$ cat config.mk
export PLATFORM = sky130hd
export DESIGN_NAME = looping_voice_slot_table_top_flat
export DESIGN_NICKNAME = d
export VERILOG_FILES = /design/src/rtl/core/lvst_pkg.sv /design/src/rtl/core/lvst_in_if.sv /design/src/rtl/core/lvst_out_if.sv /design/src/rtl/core/lvst_fade.sv /design/src/rtl/core/looping_voice_slot_table_top.sv /design/src/flat_wrapper.sv
export SDC_FILE = /design/constraint.sdc
export NUM_CORES = 1
export LEC_CHECK = 0
export ABC_AREA = 1
export BUFFER_PORTS_ARGS = -buffer_cell sky130_fd_sc_hd__buf_2
export CORE_MARGIN = 5
export CORE_UTILIZATION = 60
export DETAILED_ROUTE_END_ITERATION = 10
export GPL_TIMING_DRIVEN = 0
export HOLD_SLACK_MARGIN = 0.12
export PLACE_DENSITY = 0.78
export SYNTH_ARGS = -nofsm -noshare
export SYNTH_HDL_FRONTEND = slang
export SYNTH_SLANG_ARGS = --single-unit
$ cat constraint.sdc
create_clock -name clk -period 11.9 [get_ports clk]
set_clock_uncertainty 0.15 [all_clocks]
set_input_delay 0 -clock clk [delete_from_list [all_inputs] [get_ports clk]]
set_output_delay 0 -clock clk [all_outputs]
set_load 0.01 [all_outputs]
$ cat src/rtl/core/lvst_pkg.sv
package lvst_pkg;

    localparam int SLOT_COUNT = 8;
    localparam int SLOT_W = (SLOT_COUNT > 1) ? $clog2(SLOT_COUNT) : 1;

    localparam int ID_W = 16;
    localparam int SAMPLE_W = 16;
    localparam int VOL_W = 16;
    localparam int PITCH_W = 16;
    localparam int CHAN_W = 8;
    localparam int CMD_W = 2;
    localparam int TIMER_W = 4;

    localparam logic [TIMER_W-1:0] TIMER_RELOAD = TIMER_W'(12);
    localparam logic [TIMER_W-1:0] FADE_LIMIT = TIMER_W'(7);
    localparam int FADE_DIV = 8;
    localparam int FADE_SHIFT = $clog2(FADE_DIV);

    localparam logic OP_REQUEST = 1'b0;
    localparam logic OP_TICK = 1'b1;

    typedef enum logic [CMD_W-1:0] {
        CMD_NONE   = 2'd0,
        CMD_START  = 2'd1,
        CMD_UPDATE = 2'd2,
        CMD_FADE   = 2'd3
    } cmd_t;

    typedef enum logic [2:0] {
        ST_IDLE,
        ST_REQ_SCAN,
        ST_REQ_DONE,
        ST_TICK_SCAN,
        ST_TICK_FLUSH
    } state_t;

    typedef struct packed {
        cmd_t                       command;
        logic [CHAN_W-1:0]          channel;
        logic [SAMPLE_W-1:0]        sample_res;
        logic signed [VOL_W-1:0]    out_left;
        logic signed [VOL_W-1:0]    out_right;
        logic [PITCH_W-1:0]         out_pitch;
        logic                       last;
    } res_t;

endpackage

$ cat src/rtl/core/lvst_in_if.sv
interface lvst_in_if;
    import lvst_pkg::*;

    logic                       valid;
    logic                       ready;
    logic                       operation;
    logic [ID_W-1:0]            source_id;
    logic [SAMPLE_W-1:0]        sample;
    logic signed [VOL_W-1:0]    vol_left;
    logic signed [VOL_W-1:0]    vol_right;
    logic [PITCH_W-1:0]         pitch;
    logic [CHAN_W-1:0]          start_channel;

    modport source (
        output valid, operation, source_id, sample, vol_left, vol_right, pitch,
               start_channel,
        input  ready
    );

    modport sink (
        input  valid, operation, source_id, sample, vol_left, vol_right, pitch,
               start_channel,
        output ready
    );
endinterface

$ cat src/rtl/core/lvst_out_if.sv
interface lvst_out_if;
    import lvst_pkg::*;

    logic                       valid;
    logic                       ready;
    logic [CMD_W-1:0]           command;
    logic [CHAN_W-1:0]          channel;
    logic [SAMPLE_W-1:0]        sample_res;
    logic signed [VOL_W-1:0]    out_left;
    logic signed [VOL_W-1:0]    out_right;
    logic [PITCH_W-1:0]         out_pitch;
    logic                       last;

    modport source (
        output valid, command, channel, sample_res, out_left, out_right, out_pitch, last,
        input  ready
    );

    modport sink (
        input  valid, command, channel, sample_res, out_left, out_right, out_pitch, last,
        output ready
    );
endinterface

$ cat src/rtl/core/lvst_fade.sv
module lvst_fade (
    input  logic signed [lvst_pkg::VOL_W-1:0]   vol,
    input  logic [lvst_pkg::FADE_SHIFT-1:0]     step,
    output logic signed [lvst_pkg::VOL_W-1:0]   fade
);
    import lvst_pkg::*;

    localparam int PROD_W = VOL_W + FADE_SHIFT + 1;
    localparam logic signed [PROD_W-1:0] ROUND = PROD_W'(FADE_DIV - 1);

    logic signed [PROD_W-1:0] prod;
    logic signed [PROD_W-1:0] adj;
    logic signed [PROD_W-1:0] shifted;

    // Division by the fade step count truncates toward zero, so negative
    // products are biased up before the arithmetic shift.
    always_comb
    begin
        prod = PROD_W'(vol) * PROD_W'($signed({1'b0, step}));
        if (prod[PROD_W-1])
        begin
            adj = prod + ROUND;
        end
        else
        begin
            adj = prod;
        end
        shifted = adj >>> FADE_SHIFT;
        fade = shifted[VOL_W-1:0];
    end
endmodule

$ cat src/rtl/core/looping_voice_slot_table_top.sv
// Looping voice slot table: keeps SLOT_COUNT (eight) looping-sound slots and
// takes one transaction at a time. A keep-alive request walks the slots one
// per cycle through a single id compare until it hits or reaches the last
// slot, then, in ST_REQ_DONE, writes the slot and loads the result as soon as
// the result register can take it; the next transaction is taken back in
// ST_IDLE. A tick walks every slot, one per cycle while the output side keeps
// up, through the timer decrement and one shared pair of fade multipliers,
// then releases its last result in ST_TICK_FLUSH; the walk and the flush
// pause while the result register waits to be taken.
module looping_voice_slot_table_top (
    input  logic        clk,
    input  logic        rst_n,
    lvst_in_if.sink     in_ch,
    lvst_out_if.source  out_ch
);
    import lvst_pkg::*;

    localparam logic [SLOT_W-1:0] LAST_IDX = SLOT_W'(SLOT_COUNT - 1);

    state_t                     state_reg, state_next;
    logic [SLOT_W-1:0]          idx_reg;

    logic [ID_W-1:0]            id_reg;
    logic [SAMPLE_W-1:0]        smp_reg;
    logic signed [VOL_W-1:0]    l_reg;
    logic signed [VOL_W-1:0]    r_reg;
    logic [PITCH_W-1:0]         pit_reg;
    logic [CHAN_W-1:0]          sch_reg;

    logic                       hit_vld_reg;
    logic                       free_vld_reg;
    logic [SLOT_W-1:0]          hit_reg;
    logic [SLOT_W-1:0]          free_reg;
    logic                       hit_play_reg;
    logic [CHAN_W-1:0]          hit_chan_reg;

    logic                       pend_vld_reg;
    res_t                       pend_reg;
    logic                       out_vld_reg;
    res_t                       out_reg;

    logic [ID_W-1:0]            src_reg   [SLOT_COUNT];
    logic [TIMER_W-1:0]         timer_reg [SLOT_COUNT];
    logic                       play_reg  [SLOT_COUNT];
    logic [CHAN_W-1:0]          chan_reg  [SLOT_COUNT];
    logic signed [VOL_W-1:0]    left_mem  [SLOT_COUNT];
    logic signed [VOL_W-1:0]    right_mem [SLOT_COUNT];

    logic                       in_take;
    logic                       push_ok;
    logic [TIMER_W-1:0]         cur_timer;
    logic [TIMER_W-1:0]         cur_dec;
    logic                       cur_live;
    logic                       cur_emit;
    logic                       cur_match;
    logic                       last_idx;
    logic                       tick_stall;
    logic                       found;
    logic                       play_eff;
    logic [SLOT_W-1:0]          sel;
    logic                       req_wr;
    logic                       tick_wr;
    logic                       out_load;
    res_t                       out_data;
    res_t                       fade_res;
    res_t                       req_res;
    logic signed [VOL_W-1:0]    fade_l;
    logic signed [VOL_W-1:0]    fade_r;

    lvst_fade u_fade_left (
        .vol  (left_mem[idx_reg]),
        .step (cur_dec[FADE_SHIFT-1:0]),
        .fade (fade_l)
    );

    lvst_fade u_fade_right (
        .vol  (right_mem[idx_reg]),
        .step (cur_dec[FADE_SHIFT-1:0]),
        .fade (fade_r)
    );

    always_comb
    begin
        in_take    = (state_reg == ST_IDLE) && in_ch.valid;
        push_ok    = !out_vld_reg || out_ch.ready;
        cur_timer  = timer_reg[idx_reg];
        cur_dec    = cur_timer - TIMER_W'(1);
        cur_live   = (cur_timer != '0);
        cur_emit   = cur_live && (cur_dec <= FADE_LIMIT);
        cur_match  = (src_reg[idx_reg] == id_reg);
        last_idx   = (idx_reg == LAST_IDX);
        tick_stall = cur_emit && pend_vld_reg && !push_ok;

        found    = hit_vld_reg || free_vld_reg;
        play_eff = hit_vld_reg && hit_play_reg;
        sel      = hit_vld_reg ? hit_reg : free_reg;

        fade_res            = '0;
        fade_res.command    = CMD_FADE;
        fade_res.channel    = chan_reg[idx_reg];
        fade_res.out_left   = fade_l;
        fade_res.out_right  = fade_r;

        req_res      = '0;
        req_res.last = 1'b1;
        if (found)
        begin
            req_res.out_left  = l_reg;
            req_res.out_right = r_reg;
            req_res.out_pitch = pit_reg;
            if (play_eff)
            begin
                req_res.command = CMD_UPDATE;
                req_res.channel = hit_chan_reg;
            end
            else
            begin
                req_res.command    = CMD_START;
                req_res.channel    = sch_reg;
                req_res.sample_res = smp_reg;
            end
        end

        req_wr   = 1'b0;
        tick_wr  = 1'b0;
        out_load = 1'b0;
        out_data = pend_reg;

        case (state_reg)
            ST_REQ_DONE:
            begin
                if (push_ok)
                begin
                    out_load = 1'b1;
                    out_data = req_res;
                    req_wr   = found;
                end
            end
            ST_TICK_SCAN:
            begin
                if (!tick_stall)
                begin
                    tick_wr  = cur_live;
                    out_load = cur_emit && pend_vld_reg;
                end
            end
            ST_TICK_FLUSH:
            begin
                if (pend_vld_reg && push_ok)
                begin
                    out_load      = 1'b1;
                    out_data.last = 1'b1;
                end
            end
            default:
            begin
            end
        endcase
    end

    always_comb
    begin
        state_next = state_reg;
        case (state_reg)
            ST_IDLE:
            begin
                if (in_take)
                begin
                    state_next = (in_ch.operation == OP_TICK) ? ST_TICK_SCAN : ST_REQ_SCAN;
                end
            end
            ST_REQ_SCAN:
            begin
                if (cur_match || last_idx)
                begin
                    state_next = ST_REQ_DONE;
                end
            end
            ST_REQ_DONE:
            begin
                if (push_ok)
                begin
                    state_next = ST_IDLE;
                end
            end
            ST_TICK_SCAN:
            begin
                if (!tick_stall && last_idx)
                begin
                    state_next = ST_TICK_FLUSH;
                end
            end
            ST_TICK_FLUSH:
            begin
                if (!pend_vld_reg || push_ok)
                begin
                    state_next = ST_IDLE;
                end
            end
            default:
            begin
                state_next = ST_IDLE;
            end
        endcase
    end

    assign in_ch.ready = (state_reg == ST_IDLE);

    always_ff @(posedge clk or negedge rst_n)
    begin
        if (!rst_n)
        begin
            state_reg    <= ST_IDLE;
            idx_reg      <= '0;
            hit_vld_reg  <= 1'b0;
            free_vld_reg <= 1'b0;
            pend_vld_reg <= 1'b0;
            out_vld_reg  <= 1'b0;
            for (int i = 0; i < SLOT_COUNT; i++)
            begin
                src_reg[i]   <= '0;
                timer_reg[i] <= '0;
                play_reg[i]  <= 1'b0;
                chan_reg[i]  <= '0;
            end
        end
        else
        begin
            state_reg <= state_next;

            if (in_take)
            begin
                idx_reg      <= '0;
                hit_vld_reg  <= 1'b0;
                free_vld_reg <= 1'b0;
            end
            else if (state_reg == ST_REQ_SCAN)
            begin
                if (cur_match)
                begin
                    hit_vld_reg <= 1'b1;
                end
                else if (!last_idx)
                begin
                    idx_reg <= idx_reg + SLOT_W'(1);
                end
                if (cur_timer == '0)
                begin
                    free_vld_reg <= 1'b1;
                end
            end
            else if (state_reg == ST_TICK_SCAN && !tick_stall && !last_idx)
            begin
                idx_reg <= idx_reg + SLOT_W'(1);
            end

            if (state_reg == ST_TICK_SCAN && !tick_stall && cur_emit)
            begin
                pend_vld_reg <= 1'b1;
            end
            else if (state_reg == ST_TICK_FLUSH && push_ok)
            begin
                pend_vld_reg <= 1'b0;
            end

            if (out_load)
            begin
                out_vld_reg <= 1'b1;
            end
            else if (out_ch.ready)
            begin
                out_vld_reg <= 1'b0;
            end

            if (req_wr)
            begin
                src_reg[sel]   <= id_reg;
                play_reg[sel]  <= 1'b1;
                chan_reg[sel]  <= play_eff ? hit_chan_reg : sch_reg;
                timer_reg[sel] <= TIMER_RELOAD;
            end

            if (tick_wr)
            begin
                timer_reg[idx_reg] <= cur_dec;
                if (cur_dec == '0)
                begin
                    play_reg[idx_reg] <= 1'b0;
                end
            end
        end
    end

    always_ff @(posedge clk)
    begin
        if (in_take)
        begin
            id_reg  <= in_ch.source_id;
            smp_reg <= in_ch.sample;
            l_reg   <= in_ch.vol_left;
            r_reg   <= in_ch.vol_right;
            pit_reg <= in_ch.pitch;
            sch_reg <= in_ch.start_channel;
        end
        if (state_reg == ST_REQ_SCAN)
        begin
            if (cur_match)
            begin
                hit_reg      <= idx_reg;
                hit_play_reg <= play_reg[idx_reg];
                hit_chan_reg <= chan_reg[idx_reg];
            end
            if (cur_timer == '0)
            begin
                free_reg <= idx_reg;
            end
        end
        if (state_reg == ST_TICK_SCAN && !tick_stall && cur_emit)
        begin
            pend_reg <= fade_res;
        end
        if (out_load)
        begin
            out_reg <= out_data;
        end
        if (req_wr)
        begin
            left_mem[sel]  <= l_reg;
            right_mem[sel] <= r_reg;
        end
    end

    assign out_ch.valid      = out_vld_reg;
    assign out_ch.command    = out_reg.command;
    assign out_ch.channel    = out_reg.channel;
    assign out_ch.sample_res = out_reg.sample_res;
    assign out_ch.out_left   = out_reg.out_left;
    assign out_ch.out_right  = out_reg.out_right;
    assign out_ch.out_pitch  = out_reg.out_pitch;
    assign out_ch.last       = out_reg.last;
endmodule

$ cat src/flat_wrapper.sv
// flat-port wrapper written by rule: the top's interface ports become plain ports
module looping_voice_slot_table_top_flat import lvst_pkg::*;
  (clk, rst_n, in_ch_valid, in_ch_operation, in_ch_source_id, in_ch_sample, in_ch_vol_left, in_ch_vol_right, in_ch_pitch, in_ch_start_channel, in_ch_ready, out_ch_valid, out_ch_command, out_ch_channel, out_ch_sample_res, out_ch_out_left, out_ch_out_right, out_ch_out_pitch, out_ch_last, out_ch_ready);
  lvst_in_if in_ch_i ();
  lvst_out_if out_ch_i ();
  input  logic clk;
  input  logic rst_n;
  input wire logic [$bits(in_ch_i.valid)-1:0] in_ch_valid;
  input wire logic [$bits(in_ch_i.operation)-1:0] in_ch_operation;
  input wire logic [$bits(in_ch_i.source_id)-1:0] in_ch_source_id;
  input wire logic [$bits(in_ch_i.sample)-1:0] in_ch_sample;
  input wire logic [$bits(in_ch_i.vol_left)-1:0] in_ch_vol_left;
  input wire logic [$bits(in_ch_i.vol_right)-1:0] in_ch_vol_right;
  input wire logic [$bits(in_ch_i.pitch)-1:0] in_ch_pitch;
  input wire logic [$bits(in_ch_i.start_channel)-1:0] in_ch_start_channel;
  output wire logic [$bits(in_ch_i.ready)-1:0] in_ch_ready;
  output wire logic [$bits(out_ch_i.valid)-1:0] out_ch_valid;
  output wire logic [$bits(out_ch_i.command)-1:0] out_ch_command;
  output wire logic [$bits(out_ch_i.channel)-1:0] out_ch_channel;
  output wire logic [$bits(out_ch_i.sample_res)-1:0] out_ch_sample_res;
  output wire logic [$bits(out_ch_i.out_left)-1:0] out_ch_out_left;
  output wire logic [$bits(out_ch_i.out_right)-1:0] out_ch_out_right;
  output wire logic [$bits(out_ch_i.out_pitch)-1:0] out_ch_out_pitch;
  output wire logic [$bits(out_ch_i.last)-1:0] out_ch_last;
  input wire logic [$bits(out_ch_i.ready)-1:0] out_ch_ready;
  assign in_ch_i.valid = in_ch_valid;
  assign in_ch_i.operation = in_ch_operation;
  assign in_ch_i.source_id = in_ch_source_id;
  assign in_ch_i.sample = in_ch_sample;
  assign in_ch_i.vol_left = in_ch_vol_left;
  assign in_ch_i.vol_right = in_ch_vol_right;
  assign in_ch_i.pitch = in_ch_pitch;
  assign in_ch_i.start_channel = in_ch_start_channel;
  assign in_ch_ready = in_ch_i.ready;
  assign out_ch_valid = out_ch_i.valid;
  assign out_ch_command = out_ch_i.command;
  assign out_ch_channel = out_ch_i.channel;
  assign out_ch_sample_res = out_ch_i.sample_res;
  assign out_ch_out_left = out_ch_i.out_left;
  assign out_ch_out_right = out_ch_i.out_right;
  assign out_ch_out_pitch = out_ch_i.out_pitch;
  assign out_ch_last = out_ch_i.last;
  assign out_ch_i.ready = out_ch_ready;
  looping_voice_slot_table_top u_core (.clk(clk), .rst_n(rst_n), .in_ch(in_ch_i), .out_ch(out_ch_i));
endmodule
Word level (Yosys, flattened, before mapping)
Memories as Yosys holds them, arrays and structs flattened.
Cells that the tools add are included.
Widths: inputs -> output; s select.
{"block": "totals", "ramBits": 256, "wordCells": 210, "latch_bits": 0, "mem_bits_ro": 0, "mem_count": 2, "out_inout_bits": 77, "register_bits": 460}
{"block": "classes", "n_mux": 74, "shift": 0, "n_eq_ne": 13, "reduce_logical": 41, "n_bitwise": 11, "n_lt_le_gt_ge": 5, "n_div": 0, "n_mul": 2, "add_sub_neg": 4}
{"memory": "u_core.left_mem", "words": 8, "word_bits": 16, "read_ports": 1, "rd_ports_with_merged_regs": 0, "wr": 1, "line": "looping_voice_slot_table_top.sv:46", "rtl": "logic signed [VOL_W-1:0] left_mem [SLOT_COUNT];"}
{"memory": "u_core.right_mem", "words": 8, "word_bits": 16, "read_ports": 1, "rd_ports_with_merged_regs": 0, "wr": 1, "line": "looping_voice_slot_table_top.sv:47", "rtl": "logic signed [VOL_W-1:0] right_mem [SLOT_COUNT];"}
{"operator": "$bwmux 128", "n": 1}
{"operator": "$mux 74", "n": 1}
{"operator": "$mux 73", "n": 1}
{"operator": "$mux 72", "n": 1}
{"operator": "$bwmux 64", "n": 1}
{"operator": "$mux 16", "n": 4}
{"operator": "$mux 32", "n": 2}
{"operator": "$mux 8", "n": 7}
{"operator": "$bmux 16 s3", "n": 1}
{"operator": "$demux 16 s3", "n": 1}
{"operator": "$mul 16x4->20", "n": 2}
{"operator": "$add 19x4->19 const B", "n": 2}
{"operator": "$mux 19", "n": 2}
{"operator": "$mux 3", "n": 11}
{"operator": "$bwmux 32", "n": 1}
{"operator": "$bmux 8 s3", "n": 1}
{"operator": "$demux 4 s3", "n": 2}
{"operator": "$demux 8 s3", "n": 1}
{"operator": "$mux 1", "n": 23}
{"operator": "$and 16x16->16", "n": 1}
{"operator": "$eq 16x16->1", "n": 1}
{"operator": "$mux 4", "n": 4}
{"operator": "$not 16->16", "n": 1}
{"operator": "$or 16x16->16", "n": 1}
{"operator": "other kinds (35)", "n": 77}

Depth between registers and ports, before layout
{"block": "logic_depth", "word_depth": 15, "mapped_depth": 34, "ltp_nobuf": 31}

Hierarchy
Synthesis repeated with hierarchy kept, for this count alone.
{"block": "hier_totals", "hier_cells": 3518, "area_unflattened_um2": 34062.7}
{"mod": "looping_voice_slot_table_top", "cells_per_inst": 2516, "n_inst": 1, "area_per_inst_um2": 28577.4, "seq_area_each_um2": 20289.5}
{"mod": "lvst_fade", "cells_per_inst": 501, "n_inst": 2, "area_per_inst_um2": 2742.6, "seq_area_each_um2": 0.0}

Worst setup path before layout
No wires, ideal clock.
{"block": "synth_path", "kind": "register to register", "startpoint": "register u_core.out_vld_reg (netlist: u_core.out_ch.valid)", "endpoint": "register u_core.out_reg, in the netlist u_core.out_ch.channel[0] (enable)", "setup_slack_ps": 4967, "synth_period_minus_slack_ps": 6933, "stages_incl_launch_ff": 6, "t_arrival_ps": 6172, "n_path_buf": 2, "required_time_ps": 11138, "cell_sequence": "dfrtp_1 inv_1 nor2_1 clkbuf_1 clkbuf_1 o21ai_0"}
{"block": "synth_between", "elab_chain_len": 6, "elab_cells_between_ends": 9, "cone_classes": "mux: 4; reduce/logical: 5"}
{"item": "start: declaration", "line": "looping_voice_slot_table_top.sv:39", "rtl": "logic out_vld_reg;"}
{"item": "start signal: assignment", "line": "looping_voice_slot_table_top.sv:218", "rtl": "out_vld_reg <= 1'b0;"}
{"item": "start signal: assignment", "line": "looping_voice_slot_table_top.sv:268", "rtl": "out_vld_reg <= 1'b1;"}
{"item": "start signal: assignment", "line": "looping_voice_slot_table_top.sv:272", "rtl": "out_vld_reg <= 1'b0;"}
{"item": "$logic_not 1->1 *", "line": "looping_voice_slot_table_top.sv:85", "rtl": "push_ok = !out_vld_reg || out_ch.ready;"}
{"item": "$logic_or 1x1->1 *", "line": "looping_voice_slot_table_top.sv:85"}
{"item": "$logic_not 1->1", "line": "looping_voice_slot_table_top.sv:92", "rtl": "tick_stall = cur_emit && pend_vld_reg && !push_ok;"}
{"item": "$logic_and 1x1->1", "line": "looping_voice_slot_table_top.sv:92"}
{"item": "$mux 1", "line": "looping_voice_slot_table_top.sv:141", "rtl": "if (!tick_stall)"}
{"item": "$pmux 1 s3 *", "line": "looping_voice_slot_table_top.sv:129", "rtl": "case (state_reg)"}
{"item": "named net u_core.out_load", "line": "looping_voice_slot_table_top.sv:63", "rtl": "logic out_load;"}
{"item": "end signal: assignment", "line": "looping_voice_slot_table_top.sv:324", "rtl": "out_reg <= out_data;"}
{"item": "end: declaration", "line": "looping_voice_slot_table_top.sv:40", "rtl": "res_t out_reg;"}
Mark *: on every way through the listed nets, which the timed path passes. The rest lies on a longest branch.
A chain may end at the register's enable or synchronous reset.

Final worst setup path
{"block": "layout_path", "startpoint": "register u_core.idx_reg[2]", "endpoint": "register u_core.pend_reg[31] (netlist name) (data pin)"}
{"block": "layout_between", "elab_chain_len": 8, "elab_cells_between_ends": 9, "cone_classes": "add/sub: 2; mul: 1; mux: 4; bitwise: 1; memory: 1"}
{"item": "start: declaration", "line": "looping_voice_slot_table_top.sv:21", "rtl": "logic [SLOT_W-1:0] idx_reg;"}
{"item": "start signal: assignment", "line": "looping_voice_slot_table_top.sv:245", "rtl": "idx_reg <= idx_reg + SLOT_W'(1);"}
{"item": "start signal: assignment", "line": "looping_voice_slot_table_top.sv:254", "rtl": "idx_reg <= idx_reg + SLOT_W'(1);"}
{"item": "$not 3->4 (implied by the code)", "line": "looping_voice_slot_table_top.sv:86", "rtl": "cur_timer = timer_reg[idx_reg];"}
{"item": "$bmux 4 s3", "line": "looping_voice_slot_table_top.sv:86"}
{"item": "$mux 4 (implied by the code) (2 in series)", "line": "looping_voice_slot_table_top.sv:86"}
{"item": "$sub 4x1->4", "line": "looping_voice_slot_table_top.sv:87", "rtl": "cur_dec = cur_timer - TIMER_W'(1);"}
{"item": "$mul 16x4->20 *", "line": "lvst_fade.sv:19", "rtl": "prod = PROD_W'(vol) * PROD_W'($signed({1'b0, step}));"}
{"item": "$add 19x4->19", "line": "lvst_fade.sv:22", "rtl": "adj = prod + ROUND;"}
{"item": "$mux 19 *", "line": "lvst_fade.sv:20", "rtl": "if (prod[PROD_W-1])"}
{"item": "named net u_core.fade_r[14]", "line": "looping_voice_slot_table_top.sv:68", "rtl": "logic signed [VOL_W-1:0] fade_r;"}
{"item": "end signal: assignment", "line": "looping_voice_slot_table_top.sv:320", "rtl": "pend_reg <= fade_res;"}
{"item": "end: declaration", "line": "looping_voice_slot_table_top.sv:38", "rtl": "res_t pend_reg;"}
Mark *: on every way through the listed nets, which the timed path passes. The rest lies on a longest branch. The select of a mux whose other input is x is not followed.

==> results.cfg <==
[status]
status = finished clean

[clock_tree]
cts_resized = 0
cts-root-buf = clkbuf_16
clock-sinks = 716
htree_num_levels = 3
ctsHoldBuffers = 185
clkLatencyLatePin_ns = 0.63
path_clk_slew_ns = 0.06
clockBufferDepth = 3
cts_tree = built
post-cts-setup-buffers = 0
cts_buffers = 75

[place]
portBuffers = 169
place_hpwl_um = 60100
gp_congestion = 0.9254

[synth]
ys_ff_latch = 716
synth_edf_count = 474
syn_inst = 3297
yosysWarnings = 0
syn_area_sq_um = 33050
ys.flop_type = edfxtp_1
synth_cell_types = 52
syn_area_per_cell_sq_um = 10.02
async_flop_share = 0.3380
synthesis.nets = 3501
synth_seq_area_share = 0.6140

[timing]
hold_violations = 0
post-route-min-period_ns = 6.574
setup_viol = 0
relSlewSlack = 0.4006
rsz0062_at_grt = no
final.period_utilization = 0.5524
max_slew.worst_pin.slew_ns = 0.8978
tns_ns = 0
max_freq_ghz = 0.1521
finalMaxSlewViolations = 0

[layout]
antenna_cells = 0
layout-drive-gt1-share = 0.1108
area_growth_pct = 19.23
mostFrequentLayoutCell = nand2_1
final_nets = 3944
final_cell_mix = nand2_1, edfxtp_1, o21ai_0

[die]
num_rows = 86
fp.dieH_um = 244.7
start_util = 0.6022
core-area_sq_um = 54880
die-area_sq_um = 59870
ioPinCount = 170
die_w_um = 244.7

[worst_setup_path]
timing_worst_setup_path_type = flip-flop to flip-flop
slowest_stage = clkbuf_1
end_kind = flip-flop
path_common_cell = inv_1
rrSetupSlack_ns = 5.33
start_kind = flip-flop
path_max_fanout = 11
arrival_ns = 6.80
critical_path_required_ns = 12.13
r2r_cells = 29
crit_path_max_incr_delay_ns = 0.62

[grt]
grtUsageTotal = 0.3160
grt_antenna_before_repair = 0
grt_max_degree = 126
grt_pass1_vias = 26160
grt-ovfl-total = 0
grt_pass1_wl_um = 145600

[drt]
vias = 26210
wl_um = 94580
ant_nets = 0
routedWlPerCell_um = 21.00
via_per_inst = 5.818
drt_iter0_drc = 2968
drt-pass1-iter-count = 9
drcViolationCount = 0

[min_path]
hp-class = flip-flop to flip-flop
hold_depth = 2

[run]
drv_cap = 0
## final cells by class
cell class,count,area [sq um]
inverters,317,1200
repair buffers,366,2995
multi-input cells,2135,10870
flip-flops and latches,716,20290
well taps,704,880.8
clock buffers,100,2063
fillers,3823,15480
plain buffers,129,700.7
clock inverters,37,400.4
## cell families (layout without fill, tap and decap cells)
kind of cell,after synthesis,in the layout,share of synthesized area
flops,716,716,0.6140
buf+inv,446,949,0.05744
mux,8,8,0.002423
fa+ha+maj,111,111,0.04930
simple gates,1460,1460,0.1795
compound gates,520,520,0.08784
xor+xnor,36,36,0.009541
## worst max-delay path: cells and delay by family, from the launching register on
kind                     cells  cell delay [ns]
AND/OR/NAND/NOR             14             2.32
adder cells (fa/ha/maj)      4             1.49
buffers and inverters       10             1.74
XOR/XNOR                     1             0.13
flip-flops                   1             0.47
## routing by layer
metal,vias up,GRT usage,share of wire
met5,-,0,0
met3,360,0.05738,0.087
li1,11870,-,-
met4,0,0.1835,0.067
met2,1468,0.5265,0.48
met1,12510,0.3912,0.36
## per-stage QoR
stage / worst slack [ns] / cells / cell area [sq um] / hold WS, ns / utilization
detailed placement: 5.637 / 4182 / 35070 / 0.003572 / 0.6390
global placement: 1.942 / 4170 / 34770 / 0.02633 / 0.6337
floorplan: 4.967 / 3297 / 33050 / -0.4456 / -
finish: 5.326 / 4504 / 39400 / 0.3335 / 0.7180
global route: 5.041 / 4504 / 39400 / 0.3520 / 0.7180
CTS: 5.548 / 4504 / 39400 / 0.3370 / 0.7180
## synthesized netlist by cell type, types with 5 or more instances
cell	number	area (sq um)
nor2_1	300	1126
a21oi_1	42	210.2
nand4_1	21	131.4
nand3b_1	5	37.54
a21o_1	7	52.55
buf_4	14	105.1
fa_1	32	640.6
buf_2	41	205.2
inv_1	303	1137
a221oi_1	7	61.31
a22oi_1	7	52.55
a22o_1	9	78.83
clkbuf_1	57	214.0
nand3_1	86	430.4
buf_6	15	168.9
xnor2_1	13	113.9
nor2_2	9	56.30
o21ai_0	319	1597
nand2_1	967	3630
inv_2	10	37.54
edfxtp_1	474	14230
nand3_2	5	50.05
o21ai_1	13	65.06
nand2_4	5	56.30
mux2i_1	8	80.08
o22a_1	7	61.31
or4_1	6	45.04
o2111ai_1	8	70.07
ha_1	79	988.5
o22ai_1	92	575.6
nor3_1	15	75.07
dfrtp_1	242	6056
xor2_1	23	201.4
or2_1	12	75.07
or2_2	10	62.56
## worst paths after layout
| check | from | end |
|---|---|---|
| max reg2reg | u_core.idx_reg[2] | u_core.pend_reg[31] |
| min in group asynchronous | rst_n | u_core.src_reg[101] |
| max in group asynchronous | rst_n | u_core.timer_reg[24] |
| min reg2reg | u_core.src_reg[22] | u_core.src_reg[22] |
| min | u_core.src_reg[22] | u_core.src_reg[22] |
| max | u_core.idx_reg[2] | u_core.pend_reg[31] |
Power is left out: the tool's default activity adds up to more than one toggle a clock period on the data nets, which glitch-free logic cannot reach.
